==> config.mk <==
export PLATFORM = sky130hd
export DESIGN_NAME = cfa_div_cell
export DESIGN_NICKNAME = d
export VERILOG_FILES = /design/src/rtl/core/cfa_pkg.sv /design/src/rtl/core/cfa_div_cell.sv
export SDC_FILE = /design/constraint.sdc
export NUM_CORES = 1
export LEC_CHECK = 0
export BUFFER_PORTS_ARGS = -buffer_cell sky130_fd_sc_hd__clkbuf_2
export CORE_AREA = 2 2 207 209
export DETAILED_ROUTE_END_ITERATION = 7
export DIE_AREA = 0 0 209 211
export GPL_ROUTABILITY_DRIVEN = 0
export HOLD_SLACK_MARGIN = 0.02
export PLACE_DENSITY_LB_ADDON = 0.12
export REMOVE_ABC_BUFFERS = 1
export SLEW_MARGIN = 20
export SYNTH_ARGS = -nofsm -noshare
export SYNTH_HDL_FRONTEND = slang
export SYNTH_SLANG_ARGS = --single-unit
==> constraint.sdc <==
create_clock -name clk -period 3.5 [get_ports clk]
set_input_delay 0 -clock clk [delete_from_list [all_inputs] [get_ports clk]]
set_output_delay 0 -clock clk [all_outputs]
set_load 0.005 [all_outputs]
==> src/rtl/core/cfa_pkg.sv <==
package cfa_pkg;

  localparam int DataW = 64;
  localparam int OpW   = 4;
  localparam int InW   = 136;
  localparam int OutW  = 72;

  typedef enum logic [OpW-1:0] {
    OP_ADD = 4'd0,
    OP_SUB = 4'd1,
    OP_MUL = 4'd2,
    OP_DIV = 4'd3,
    OP_MOD = 4'd4,
    OP_POW = 4'd5,
    OP_LT  = 4'd6,
    OP_LE  = 4'd7,
    OP_GT  = 4'd8,
    OP_GE  = 4'd9,
    OP_EQ  = 4'd10,
    OP_NE  = 4'd11,
    OP_AND = 4'd12,
    OP_OR  = 4'd13
  } op_t;

  // per-beat context travelling down the cell chain
  typedef struct packed {
    logic             vld;
    logic             fold;
    logic             is_div;
    logic             is_mod;
    logic             is_mul;
    logic             neg_q;
    logic             neg_r;
    logic [DataW-1:0] res;
  } ctx_t;

endpackage

==> src/rtl/core/cfa_div_cell.sv <==
module cfa_div_cell (
  input  logic                      clk,
  input  logic                      rst_n,
  input  logic                      en,
  input  cfa_pkg::ctx_t             ctx_i,
  input  logic [cfa_pkg::DataW-1:0] rem_i,
  input  logic [cfa_pkg::DataW-1:0] quo_i,
  input  logic [cfa_pkg::DataW-1:0] dvs_i,
  output cfa_pkg::ctx_t             ctx_o,
  output logic [cfa_pkg::DataW-1:0] rem_o,
  output logic [cfa_pkg::DataW-1:0] quo_o,
  output logic [cfa_pkg::DataW-1:0] dvs_o
);
  import cfa_pkg::*;

  logic [DataW:0]   trial;
  logic [DataW-1:0] rem_nxt, quo_nxt;
  ctx_t             ctx_r;
  logic [DataW-1:0] rem_r, quo_r, dvs_r;

  // one restoring step: shift in next dividend bit, subtract if it fits
  always_comb begin
    trial = {rem_i, quo_i[DataW-1]} - {1'b0, dvs_i};
    if (!trial[DataW]) begin
      rem_nxt = trial[DataW-1:0];
      quo_nxt = {quo_i[DataW-2:0], 1'b1};
    end else begin
      rem_nxt = {rem_i[DataW-2:0], quo_i[DataW-1]};
      quo_nxt = {quo_i[DataW-2:0], 1'b0};
    end
  end

  always_ff @(posedge clk) begin
    if (!rst_n) begin
      ctx_r <= '0;
      rem_r <= '0;
      quo_r <= '0;
      dvs_r <= '0;
    end else if (en) begin
      ctx_r <= ctx_i;
      rem_r <= rem_nxt;
      quo_r <= quo_nxt;
      dvs_r <= dvs_i;
    end
  end

  assign ctx_o = ctx_r;
  assign rem_o = rem_r;
  assign quo_o = quo_r;
  assign dvs_o = dvs_r;

endmodule

==> impl_metrics.toml <==
[outcome]
outcome = "finished, final reports clean"

[setup_path]
arrival_ps = 3820
start_kind = "primary input"
endpoint_kind = "flip-flop"
crit_type = "in -> reg"
reg2reg_slack_ps = 2270
r2r_end = "dvs_o[47]"
worstPathRequired_ps = 3970
worstSetupStartpoint = "quo_i[63]"
r2r_cells = 3
rr_startpoint = "dvs_o[47]"
crit_end = "rem_o[1]"
cp_max_fo = 4

[die]
dieWidth_um = 209
rows = 75
dieArea_um2 = 44100
initial_core_util_pct = 32.9
coreArea_um2 = 41800
pin_count = 529
dieHeight_um = 211

[pwr]
cellPowerDensity_nw_per_um2 = 418
power_leakage_nw = 10.6
ir_drop_uv = 355

[detailed_routing]
ant_nets = 0
vias_per_cell = 4.82
drt_iter0_drc = 570
wl_per_cell_um = 17.3
num_vias = 14500
drt-pass1-iter-count = 5
drc_errors = 0
drt_wl_total_mm = 52.1

[yosys]
synth_edf_count = 0
synth_area_um2 = 13700
synth_warnings = 0
synth_area_per_cell_um2 = 8.46
async_flop_share_pct = 0
synthCells = 1623
ys_ff_latch = 263
seq_area_frac_synth_pct = 38.4
synthFlopType = "dfxtp_1"
synth.distinct_cells = 66

[cells_and_area]
final_common_cell = "clkbuf_2"
layout.nets = 2771
fin_area_um2 = 21300
mostFrequentLayoutCells = "clkbuf_2, dlygate4sd3_1, dfxtp_1, nor2_1, mux2i_1"
fin_util_pct = 51.0
drive_gt1_share_pct = 25.9
syn_to_final_growth_pct = 55.0

[grt]
grt.overflow.total = 0
grt_util_all_layers_pct = 22.9
antenna_found_initial = 3
grt_start_max_net_pins = 121
grt_pass1_wl_mm = 81.8
grt_pass1_vias = 15000

[placement]
io_buffers = 528
placed_area_um2 = 17000
dpl.hpwl_mm = 39.0

[sta]
max_freq_ghz = 0.299
period_share_pct = 95.7
slew_violations = 0
whs_ps = 111
skew_ps = 0
grt_setup_unrepaired = "false"
tightest_slew_ps = 782
post-route-min-period_ps = 3350
max_slew_margin_pct = 47.9
hold_violations = 0
setup_violations = 0
fin_tns_setup_ps = 0

[clock_tree]
root_buffer = "clkbuf_16"
numCtsBuffers = 30
cts_num_sinks = 263
clkTransAtPathRegs_ps = 60
cts_buffer_depth = 3
htree_num_levels = 1
cts_tree = "built"
insertion_delay_ps = 560

[worst_hold_path]
hold_class = "in -> reg"

[run]
max_cap_violations = 0
==> cells by family after synthesis <==
kind of cell | share of synthesized area [%]
and+or+nand+nor | 15.9
AOI/OAI and AO/OA | 16.0
DFF | 38.4
muxes | 14.7
buffers and inverters | 5.37
adders and majority gates | 5.98
xor gates and xnor gates | 3.68
==> metal layers <==
metal,global-route usage [%],part of all wire [%],routed length (µm),vias to the layer above
met5,0,0,0,-
met4,6.48,2.3,1180,0
met3,4.36,5.6,2930,58
met2,41.7,50,26100,390
met1,27.4,42,21900,6743
li1,-,-,-,7286
==> worst min path at each step <==
stage / start / to / slack (ps) / cells past startpoint
global placement: ctx_i[62] / ctx_o[62] / 230 / 3
finish: rem_i[63] / rem_o[63] / 110 / 5
global route: rem_i[63] / rem_o[60] / 130 / 5
CTS: rem_i[63] / rem_o[21] / 70 / 4
floorplan: en / rem_o[10] / 100 / 1
detailed placement: ctx_i[36] / ctx_o[36] / 240 / 3
==> critical path, stage by stage <==
cell           delay (ps)
dlygate4sd3_1         550
clkbuf_2              110
inv_1                  50
ha_2                  190
fa_2                  350
nand2b_4              160
a21o_1                240
a211oi_2              260
o311a_1               290
o2111ai_2             190
a211oi_2              330
a31oi_4               200
xnor2_4               190
buf_4                 170
buf_6                 130
and3_1                180
a311oi_2              220
==> power by group <==
group	switching (mW)	leakage (nW)	internal [mW]
clock	1.31	0.502	1.94
sequential	0.111	2.18	3.21
combinational	1.20	7.91	1.13
total	2.62	10.6	6.27
==> through the flow <==
stage / power [mW] / std cells / setup slack [ps]
finish: 8.89 / 3004 / 152
global route: 9.37 / 3004 / 5.50
CTS: 8.92 / 2996 / 11.5
detailed placement: 5.36 / 2628 / -14.1
global placement: 5.34 / 2628 / 69.5
floorplan: 4.45 / 1525 / -768
==> Yosys cell counts (6+ instances only) <==
library cell | n | share of area, %
buf_6 | 8 | 0.66
nand2b_1 | 9 | 0.41
nor2_1 | 250 | 6.8
ha_1 | 64 | 5.8
and2_1 | 7 | 0.32
o21a_1 | 9 | 0.49
xnor2_1 | 30 | 1.9
nor3_1 | 12 | 0.44
o211ai_1 | 6 | 0.33
nand4_1 | 18 | 0.82
a21o_1 | 31 | 1.7
inv_1 | 78 | 2.1
and3_1 | 8 | 0.36
a21oi_1 | 72 | 2.6
nand2_1 | 154 | 4.2
xor2_1 | 24 | 1.5
o21bai_1 | 9 | 0.49
a221oi_1 | 7 | 0.45
a211oi_1 | 8 | 0.44
o21ai_0 | 101 | 3.7
clkbuf_1 | 68 | 1.9
dfxtp_1 | 263 | 38
nand3_1 | 20 | 0.73
mux2i_1 | 200 | 15
buf_1 | 16 | 0.44
a31oi_1 | 57 | 2.6
nor2b_1 | 10 | 0.46
==> sequential cells by signal, summed over array words and instances, names as in the netlist <==
signal and count:
rem_o 64, ctx_o 71, dvs_o 64, quo_o 64
==> area by class of cell <==
cell class,instances,area [µm²]
flip-flops and latches,263,5270
inverters,79,302
clock inverters,13,146
fillers,4007,20500
multi-input cells,1183,7780
repair buffers,883,6240
clock buffers,41,863
well taps,539,674
diodes,3,7.51
==> what timing repair did <==
action,4_1_cts,5_1_grt
resized for setup,0,15
setup buffers,0,4
setup endpoints to repair,0,65
endpoints found under the hold margin,262,0
hold buffers,314,0
No activity file was read; power rests on OpenSTA's default activity.
